`config.mk`:
```
export PLATFORM = sky130hd
export DESIGN_NAME = bsil_div
export DESIGN_NICKNAME = d
export VERILOG_FILES = /design/src/hw/rtl/binary_search_interp_lookup_defines.svh /design/src/hw/rtl/bsil_pkg.sv /design/src/hw/rtl/bsil_div.sv
export SDC_FILE = /design/constraint.sdc
export NUM_CORES = 1
export LEC_CHECK = 0
export BUFFER_PORTS_ARGS = -buffer_cell sky130_fd_sc_hd__buf_2
export CORE_ASPECT_RATIO = 0.6
export CORE_UTILIZATION = 25
export CTS_CLUSTER_DIAMETER = 200
export DETAILED_ROUTE_END_ITERATION = 8
export PLACE_DENSITY = 0.5
export RECOVER_POWER = 25
export SYNTH_ARGS = -nofsm -noshare
export SYNTH_HDL_FRONTEND = slang
export SYNTH_SLANG_ARGS = --single-unit
```
`constraint.sdc`:
```
create_clock -name clk -period 3.3 [get_ports clk]
set_clock_uncertainty 0.2 [all_clocks]
set_input_delay 0.33 -clock clk [delete_from_list [all_inputs] [get_ports clk]]
set_output_delay 0.33 -clock clk [all_outputs]
set_load 0.005 [all_outputs]
```
`src/hw/rtl/binary_search_interp_lookup_defines.svh`:
```
// assertion helpers used by binary_search_interp_lookup
// both expect a clock named clk and a synchronous reset named rst in scope
`ifndef BINARY_SEARCH_INTERP_LOOKUP_DEFINES_SVH
`define BINARY_SEARCH_INTERP_LOOKUP_DEFINES_SVH

// condition holds in the same cycle
`define BSIL_ASSERT_IMP(label, ante, cons, msg) \
  label: assert property (@(posedge clk) disable iff (rst) (ante) |-> (cons)) \
    else $error(msg);

// condition holds in the following cycle
`define BSIL_ASSERT_NXT(label, ante, cons, msg) \
  label: assert property (@(posedge clk) disable iff (rst) (ante) |=> (cons)) \
    else $error(msg);

`endif

```
`src/hw/rtl/bsil_pkg.sv`:
```
`default_nettype none

package bsil_pkg;

  localparam int DATA_W    = 32;
  localparam int SLOT_W    = 7;
  localparam int STEP_W    = 6;
  localparam int TABLE_LEN = 128;
  localparam int DIV_CNT_W = 5;

  // transaction codes
  localparam logic ACT_WRITE  = 1'b0;
  localparam logic ACT_LOOKUP = 1'b1;

  // search and interpolation constants
  localparam logic [SLOT_W-1:0] START_SLOT = 7'd64;
  localparam logic [STEP_W-1:0] FIRST_STEP = 6'd32;
  localparam logic [SLOT_W-1:0] SEG_LIMIT  = 7'd99;
  localparam logic [SLOT_W-1:0] LAST_SEG   = 7'd98;
  localparam logic [DATA_W-1:0] FRAC_SCALE = 32'd49;
  localparam logic [DATA_W-1:0] FRAC_MAX   = 32'd48;
  localparam logic [DATA_W-1:0] FAULT_FRAC = 32'h8000_0000;

  typedef enum logic [3:0] {
    ST_IDLE,
    ST_RD_HI,
    ST_CMP_HI,
    ST_CMP_LO,
    ST_CLAMP,
    ST_GET_LO,
    ST_GET_HI,
    ST_PREP,
    ST_DIV,
    ST_DONE
  } state_t;

  typedef struct packed {
    logic busy;
    logic done;
  } div_stat_t;

endpackage

`default_nettype wire

```
`src/hw/rtl/bsil_div.sv`:
```
`default_nettype none

module bsil_div import bsil_pkg::*; (
  input  wire logic              clk,
  input  wire logic              rst,
  input  wire logic              start,
  input  wire logic [DATA_W-1:0] dividend,
  input  wire logic [DATA_W-1:0] divisor,
  output logic      [DATA_W-1:0] quotient,
  output div_stat_t              stat
);

  logic [DATA_W-1:0]    rem;
  logic [DATA_W-1:0]    dsr;
  logic [DIV_CNT_W-1:0] cnt;
  logic [DATA_W:0]      shifted;
  logic [DATA_W+1:0]    trial;

  // one restoring step per cycle
  assign shifted = {rem, quotient[DATA_W-1]};
  assign trial   = {1'b0, shifted} - {2'b00, dsr};

  // control
  always_ff @(posedge clk) begin
    if (rst) begin
      stat <= '0;
      cnt  <= '0;
    end else begin
      stat.done <= 1'b0;
      if (start) begin
        stat.busy <= 1'b1;
        cnt       <= '0;
      end else if (stat.busy) begin
        cnt <= cnt + 1'b1;
        if (cnt == '1) begin
          stat.busy <= 1'b0;
          stat.done <= 1'b1;
        end
      end
    end
  end

  // datapath
  always_ff @(posedge clk) begin
    if (start) begin
      rem      <= '0;
      quotient <= dividend;
      dsr      <= divisor;
    end else if (stat.busy) begin
      if (trial[DATA_W+1]) begin
        rem      <= shifted[DATA_W-1:0];
        quotient <= {quotient[DATA_W-2:0], 1'b0};
      end else begin
        rem      <= trial[DATA_W-1:0];
        quotient <= {quotient[DATA_W-2:0], 1'b1};
      end
    end
  end

endmodule

`default_nettype wire
```
After elaboration in Yosys (flattened, before gate mapping)
Index checks and enable logic that the tools add are counted.
W data, S select, Z words.
- logic and storage cells: 20
- ROM bits: 0
- input port bits: 67
- bits in writable memories: 0
- bits in latches: 0
- output and inout bits: 34
- memories kept: 0
- flip-flop bits (word level): 103
- order comparisons: 0
- bitwise operators: 1
- shift-type cells: 0
- add/sub/neg operators: 2
- reductions and logical operators: 3
- multiply operators: 0
- div/mod/pow operators: 0
- eq/ne operators: 1
- mux-type cells: 7
- operators by type and width (kind ; number):
    $mux W32 ; 3
    $sub A33 B32 Y34 ; 1
    $add A5 B1 Y5 const B ; 1
    $eq A5 B5 Y1 const B ; 1
    $mux W2 ; 2
    $reduce_or A3 Y1 ; 1
    $mux W1 ; 2
    $reduce_bool A2 Y1 ; 1
    $reduce_or A2 Y1 ; 1
    $not A1 Y1 ; 1

Depth between registers and ports, before layout
Gate-level depths: netlist of the first run.
- word-level depth: 4
- depth in mapped cells: 14
- gate-level depth less buffers: 13

Least setup slack after synthesis of the first run
OpenSTA, ideal clock, no wires.
- path kind: reg2reg
- start: register quotient[31]
- end: register rem[28]
- clock period less this slack: 2.968 ns
- buffers on the path: 0
- arrival: 2.695 ns
- stages on the path, launching flop included: 14
- slack: 0.332 ns
- path through: edfxtp_1 > inv_1 > ha_1 > inv_1 > fa_1 > a21oi_1 > o21ai_2 > nand4_1 > a21oi_1 > a21oi_1 > a21o_1 > mux2_1 > o311ai_1 > nor3b_2
- cells in the longest elaborated chain, start to end: 2
- ends and longest elaborated chain (what ; line ; text):
    start: declaration ; bsil_div.sv:9 ; output logic [DATA_W-1:0] quotient,
    start signal: assignment ; bsil_div.sv:47 ; quotient <= dividend;
    start signal: assignment ; bsil_div.sv:52 ; quotient <= {quotient[DATA_W-2:0], 1'b0};
    start signal: assignment ; bsil_div.sv:55 ; quotient <= {quotient[DATA_W-2:0], 1'b1};
    $sub A33 B32 Y34 ; bsil_div.sv:21 ; assign trial = {1'b0, shifted} - {2'b00, dsr};
    $mux W32 ; bsil_div.sv:50 ; if (trial[DATA_W+1]) begin
    end signal: assignment ; bsil_div.sv:51 ; rem <= shifted[DATA_W-1:0];
    end signal: assignment ; bsil_div.sv:54 ; rem <= trial[DATA_W-1:0];
    end: declaration ; bsil_div.sv:13 ; logic [DATA_W-1:0] rem;
No other way between the ends.
A chain may end at the register's enable or synchronous reset.

Worst setup path in the final report of the first run
Same ends and word-level chain as after synthesis.

==> results of run 1 <==
cell usage in the layout, fill, tap and decap left out, drive strengths merged, types with 3 or more instances in the layout:
cell type / count
o21a: 4
nand3: 4
buf: 114
dlygate4sd3: 33
and3: 4
o21bai: 7
a31oi: 3
a21oi: 53
ha: 34
nor2: 59
xor2: 14
inv: 45
nor2b: 4
a211oi: 28
or2: 7
xnor2: 13
nor3: 8
mux2i: 16
edfxtp: 64
mux2: 33
nand2b: 6
dfxtp: 39
a21o: 18
clkbuf: 13
nor3b: 4
o311ai: 3
o21ai: 18
nand4: 8
nand2: 28
or3: 3
through the flow:
stage                     power, W  utilization  setup WS [ns]  std cells
final                      0.00358        0.325          0.205       1037
after global routing       0.00379        0.325       0.000425       1037
after CTS                  0.00363        0.324         0.0988       1037
after detailed placement   0.00242        0.297          0.121        988
after global placement     0.00242        0.297          0.235        988
after floorplan            0.00216            -          0.332        581
critical path, cell delays in order (launching register included):
cell                       delay (ns)
sky130_fd_sc_hd__edfxtp_1        0.41
sky130_fd_sc_hd__inv_1           0.08
sky130_fd_sc_hd__ha_1            0.17
sky130_fd_sc_hd__inv_1           0.06
sky130_fd_sc_hd__fa_1            0.41
sky130_fd_sc_hd__a21oi_2         0.20
sky130_fd_sc_hd__o21ai_2         0.08
sky130_fd_sc_hd__nand4_1         0.15
sky130_fd_sc_hd__a21oi_1         0.14
sky130_fd_sc_hd__a21oi_2         0.19
sky130_fd_sc_hd__a21o_1          0.17
sky130_fd_sc_hd__mux2_1          0.32
sky130_fd_sc_hd__o311ai_1        0.24
sky130_fd_sc_hd__nor3b_2         0.21
power groups by stage:
stage	sequential, W	combinational, W	clock, W
global route	0.00156	0.000981	0.00125
floorplan	0.00157	0.000590	0
detailed placement	0.00158	0.000843	0
finish	0.00155	0.000882	0.00115
global placement	0.00158	0.000849	0
CTS	0.00155	0.000878	0.00120
cell families (layout without fill, tap and decap cells):
| kind of cell | count (synthesis) | count (layout) |
|---|---|---|
| compound gates | 152 | 152 |
| simple gates | 146 | 146 |
| flops | 103 | 103 |
| buf+inv | 69 | 210 |
| mux | 49 | 49 |
| fa+ha+maj | 35 | 35 |
| xor+xnor | 27 | 27 |
metal layers:
layer	up-vias	routed length, µm
met1	2240	8890
met4	0	109
met2	111	5390
li1	2397	-
met5	-	0
met3	8	837
state kept, by name, summed over array words and instances (netlist names):
signal    count
cnt           5
dsr          32
quotient     32
rem          32
stat          2
timing repair:
| action | CTS | global route |
|---|---|---|
| setup endpoints to repair | 0 | 5 |
| hold buffers | 33 | 0 |
| endpoints found under the hold margin | 33 | 0 |
| resized for setup | 0 | 2 |
cell type report:
class | instances | area (µm²)
fill | 2478 | 15800
clock buffer | 9 | 225
multi-input combinational | 409 | 3010
tap | 315 | 394
timing repair buffer | 151 | 988
inverter | 43 | 161
sequential | 103 | 2700
clock inverter | 7 | 92.6
worst paths after layout:
| check | start | to | slack (ns) |
|---|---|---|---|
| setup / recovery | quotient[31] | rem[28] | 0.21 |
| hold / removal | dividend[19] | quotient[19] | 0.06 |
| setup reg to reg | quotient[31] | rem[28] | 0.21 |
| hold reg to reg | rem[8] | rem[8] | 0.30 |
==> impl_metrics.env, run 1 <==
export IMPL_final_nets=819
export IMPL_synth_lib_cells_used_distinct=71
export IMPL_overflow=0
export IMPL_synthTopCellsByCount="sky130_fd_sc_hd__edfxtp_1, sky130_fd_sc_hd__nor2_1, sky130_fd_sc_hd__a21oi_1"
export IMPL_worst_path_max_fanout=3
export IMPL_final_routed_drc_violation_total=0
export IMPL_period_minus_slack_ns=3.09
export IMPL_p_sw_w=0.00108
export IMPL_post_route_clock_period_utilization=0.938
export IMPL_routed_wl_mm=15.2
export IMPL_crit_type="flip-flop to flip-flop"
export IMPL_crit_required_ns=3.39
export IMPL_worst_r2r_path_depth=13
export IMPL_max_slew_worst_pin_slew_ns=0.789
export IMPL_pwr_share_comb=0.246
export IMPL_clockPowerShare=0.321
export IMPL_global_route_usage_total=0.128
export IMPL_drt_iter0_drc=285
export IMPL_path_clk_slew_ns=0.08
export IMPL_synth_async_reset_ratio=0
export IMPL_number_of_setup_buffers_added_after_cts=0
export IMPL_synth_most_common_cell="sky130_fd_sc_hd__edfxtp_1"
export IMPL_clock_tree_root_cell="sky130_fd_sc_hd__clkbuf_16"
export IMPL_drtAntennaViolNets=0
export IMPL_pwr_share_seq=0.433
export IMPL_slew_headroom=0.474
export IMPL_starting_density=0.257
export IMPL_place_gp_congestion=0.864
export IMPL_yosys_area_share_simple=0.122
export IMPL_power_density_cell_area_nw_per_um2=473
export IMPL_cts_buffer_depth=2
export IMPL_grt_busiest_layer="met1"
export IMPL_htree_num_levels=3
export IMPL_post_synth_inst_count=581
export IMPL_grt_antenna_before_repair=0
export IMPL_hold_viol=0
export IMPL_first_pass_iters=5
export IMPL_die_area_um2=24700
export IMPL_area_growth_pct=26.1
export IMPL_final_max_slew_violation_count=0
export IMPL_dieHeight_um=122
export IMPL_met1_usage=0.214
export IMPL_first_global_vias=4342
export IMPL_per_cell_routed_wire_length_um=14.7
export IMPL_setup_tns_ns=0
export IMPL_synth_adder_area_share=0.0741
export IMPL_post_synth_edffs=64
export IMPL_main_combinational_cell_family_by_area_after_synthesis="compound AO/OA/AOI/OAI gates"
export IMPL_drive_above_1_share=0.258
export IMPL_placement_rows=43
export IMPL_postLayoutCellArea_um2=7580
export IMPL_whs_path_depth=2
export IMPL_antenna_cells_inserted=0
export IMPL_synth_top_cell_area_share=0.320
export IMPL_yosys_area_share_xor_xnor=0.0393
export IMPL_top_level_ports=101
export IMPL_cts_made_buffers=9
export IMPL_post_dp_cell_area_um2=6930
export IMPL_synth_seq_area_share=0.450
export IMPL_dominant_cell_type_by_area_after_synthesis="sky130_fd_sc_hd__edfxtp_1"
export IMPL_worstSetupStartpointType="flip-flop"
export IMPL_grt_setup_unrepaired="false"
export IMPL_p_leak_nw=3.23
export IMPL_postSynthNetCount=683
export IMPL_grt_start_max_net_pins=64
export IMPL_worstSkewPairLatency_ns=0.37
export IMPL_ir_drop_mv=0.291
export IMPL_die_w_um=202
export IMPL_viasPerCell=4.59
export IMPL_synth_top_cells_by_area="sky130_fd_sc_hd__edfxtp_1, sky130_fd_sc_hd__dfxtp_1, sky130_fd_sc_hd__ha_1"
export IMPL_via_count=4756
export IMPL_gr_usage_met2=0.149
export IMPL_yosys_register_bits=103
export IMPL_sw_frac_of_total=0.302
export IMPL_synthesis_area_um2=6010
export IMPL_post_synth_mux_area_share=0.0884
export IMPL_place_hpwl_mm=11.2
export IMPL_timing_final_setup_violations=0
export IMPL_outcome="complete, no violations"
export IMPL_cell_internal_pwr_w=0.00250
export IMPL_global_route_wire_length_before_repair_mm=24.4
export IMPL_ys_flop_type="sky130_fd_sc_hd__edfxtp_1"
export IMPL_portBuffers=100
export IMPL_numClockSinks=103
export IMPL_worst_endpoint_arrival_ns=3.19
export IMPL_final_hold_worst_slack_ns=0.0554
export IMPL_critPathCaptureType="flip-flop"
export IMPL_cts_tree="built"
export IMPL_synth_warning_count=0
export IMPL_fmax_ghz=0.323
export IMPL_synth_compound_area_frac=0.176
export IMPL_met3_usage=0.0358
export IMPL_placeableCoreArea_um2=23300
export IMPL_cap_viol_max_count=0
export IMPL_syn_avg_cell_area_um2=10.3
export IMPL_timing_hold_worst_class="primary input to flip-flop"
(Power assumes the default switching activity.)
==> inputs of run 2 (changes only) <==
--- a/config.mk
+++ b/config.mk
@@ -10,7 +10,6 @@
 export CORE_UTILIZATION = 25
 export CTS_CLUSTER_DIAMETER = 200
 export DETAILED_ROUTE_END_ITERATION = 8
-export PLACE_DENSITY = 0.5
 export RECOVER_POWER = 25
 export SYNTH_ARGS = -nofsm -noshare
 export SYNTH_HDL_FRONTEND = slang
==> run 2 against run 1 <==
Against the previous run:
- the run now ends with capacitance limit, slew limit left
- count of clock-buffer cells in the layout increased by 1
- via count fell by 0.42%
- combinational power fell by 2%
- critical endpoint unchanged
- global-route usage shrank 0.63 points
- hold slack better by 0.012 ns
- clock power fell by 7%
==> impl_metrics.env, run 2 (synthesized netlist as in run 1, its figures left out) <==
export IMPL_global_route_usage_total=0.122
export IMPL_critical_path_slowest_cell="sky130_fd_sc_hd__fa_1"
export IMPL_first_global_vias=4401
export IMPL_drtAntennaViolNets=0
export IMPL_cts_tree="built"
export IMPL_crit_type="flip-flop to flip-flop"
export IMPL_cts_buffer_depth=2
export IMPL_period_minus_slack_ns=3.11
export IMPL_placement_rows=43
export IMPL_ir_drop_mv=0.233
export IMPL_final_nets=814
export IMPL_layout_commonest_cell="sky130_fd_sc_hd__buf_2"
export IMPL_via_count=4736
export IMPL_p_leak_nw=3.20
export IMPL_crit_required_ns=3.39
export IMPL_worst_path_largest_cell_delay_ns=0.41
export IMPL_per_cell_routed_wire_length_um=14.1
export IMPL_grt_antenna_before_repair=0
export IMPL_failing_checks="capacitance limit, slew limit"
export IMPL_grt_start_max_net_pins=60
export IMPL_path_clk_slew_ns=0.08
export IMPL_drt_iter0_drc=277
export IMPL_top_level_ports=101
export IMPL_htree_num_levels=3
export IMPL_worstSetupStartpointType="flip-flop"
export IMPL_starting_density=0.257
export IMPL_die_area_um2=24700
export IMPL_grt_busiest_layer="met1"
export IMPL_clock_tree_root_cell="sky130_fd_sc_hd__clkbuf_16"
export IMPL_place_gp_congestion=0.850
export IMPL_routed_wl_mm=14.5
export IMPL_area_growth_pct=25.1
export IMPL_path_cells="inv_1 -> ha_1 -> inv_1 -> fa_1 -> a21oi_2 -> o21ai_2 -> nand4_1 -> a21oi_1 -> a21oi_2 -> a21o_1 -> mux2_1 -> o311ai_1 -> nor3b_2"
export IMPL_post_route_clock_period_utilization=0.942
export IMPL_largest_registers="dsr (32), quotient (32), rem (32)"
export IMPL_dp_cells=983
export IMPL_worstSkewPairLatency_ns=0.36
export IMPL_power_density_cell_area_nw_per_um2=462
export IMPL_met3_usage=0.0332
export IMPL_cts_made_buffers=9
export IMPL_antenna_cells_inserted=0
export IMPL_timing_final_setup_violations=0
export IMPL_max_slew_worst_pin_slew_ns=1.72
export IMPL_finalNonFillerCells=1032
export IMPL_drive_above_1_share=0.252
export IMPL_hold_viol=0
export IMPL_outcome="complete, but fails checks"
export IMPL_portBuffers=100
export IMPL_slew_headroom=-0.149
export IMPL_number_of_setup_buffers_added_after_cts=0
export IMPL_overflow=0
export IMPL_cap_viol_max_count=1
export IMPL_critPathCaptureType="flip-flop"
export IMPL_timing_hold_worst_class="primary input to flip-flop"
export IMPL_grt_setup_unrepaired="false"
export IMPL_global_route_wire_length_before_repair_mm=23.5
export IMPL_mostFrequentLayoutCells="sky130_fd_sc_hd__buf_2, sky130_fd_sc_hd__edfxtp_1, sky130_fd_sc_hd__nor2_1"
export IMPL_gr_usage_met2=0.157
export IMPL_first_pass_iters=5
export IMPL_place_ws_ns=0.117
export IMPL_final_routed_drc_violation_total=0
export IMPL_placeableCoreArea_um2=23300
export IMPL_final_setup_worst_slack_ns=0.190
export IMPL_dieHeight_um=122
export IMPL_worst_path_max_fanout=3
export IMPL_die_w_um=202
export IMPL_numClockSinks=103
export IMPL_viasPerCell=4.59
export IMPL_final_hold_worst_slack_ns=0.0673
export IMPL_layout_filler_cells=2449
export IMPL_worst_endpoint_arrival_ns=3.20
export IMPL_met1_usage=0.191
export IMPL_setup_tns_ns=0
export IMPL_final_max_slew_violation_count=30
export IMPL_fmax_ghz=0.322
export IMPL_place_hpwl_mm=10.9
==> run 2: per-stage QoR <==
stage                     utilization  instance area, µm²  total power, W
after global routing            0.322                7520         0.00368
final                           0.322                7520         0.00348
after global placement          0.296                6900         0.00239
after floorplan                     -                6010         0.00216
after CTS                       0.322                7520         0.00353
after detailed placement        0.296                6900         0.00240
==> run 2: cell type report <==
cell class | count | area (µm²) | area share
multi-input cells | 409 | 3010 | 0.401
flip-flops and latches | 103 | 2700 | 0.359
repair buffers | 146 | 961 | 0.128
well taps | 315 | 394 | 0.0524
clock buffers | 10 | 239 | 0.0318
inverters | 43 | 161 | 0.0215
clock inverters | 6 | 50.0 | 0.00665
==> run 2: worst paths after layout <==
check | slack [ns] | start | endpoint | depth (start not counted)
min reg2reg | 0.31 | rem[12] | rem[12] | 2
max | 0.19 | quotient[31] | rem[28] | 13
min | 0.07 | dividend[19] | quotient[19] | 2
max reg2reg | 0.19 | quotient[31] | rem[28] | 13
==> run 2: worst max-delay path, delay by kind of cell, from the launching register on <==
family	cells	cell delay, ns
muxes	1	0.33
adders and majority gates	2	0.57
AOI/OAI and AO/OA	6	1.06
and+or+nand+nor	2	0.34
DFF	1	0.40
buffers and inverters	2	0.13
==> run 2: repair_timing <==
action,4_1_cts,5_1_grt
hold buffers,33,0
endpoints found under the hold margin,33,0
endpoints found under the setup margin,0,2
gates resized for setup,0,2
==> run 2: power by group <==
part	internal, W	total (W)	leakage [nW]	switching [W]
clock	0.000546	0.00107	0.142	0.000521
combinational	0.000394	0.000864	2.11	0.000469
sequential	0.00149	0.00155	0.955	0.0000579
total	0.00243	0.00348	3.20	0.00105
==> run 2: per-layer routing <==
| layer | vias up | wire (µm) |
|---|---|---|
| met4 | 0 | 101 |
| met1 | 2224 | 8070 |
| met3 | 9 | 937 |
| met2 | 116 | 5430 |
| met5 | - | 0 |
| li1 | 2387 | - |
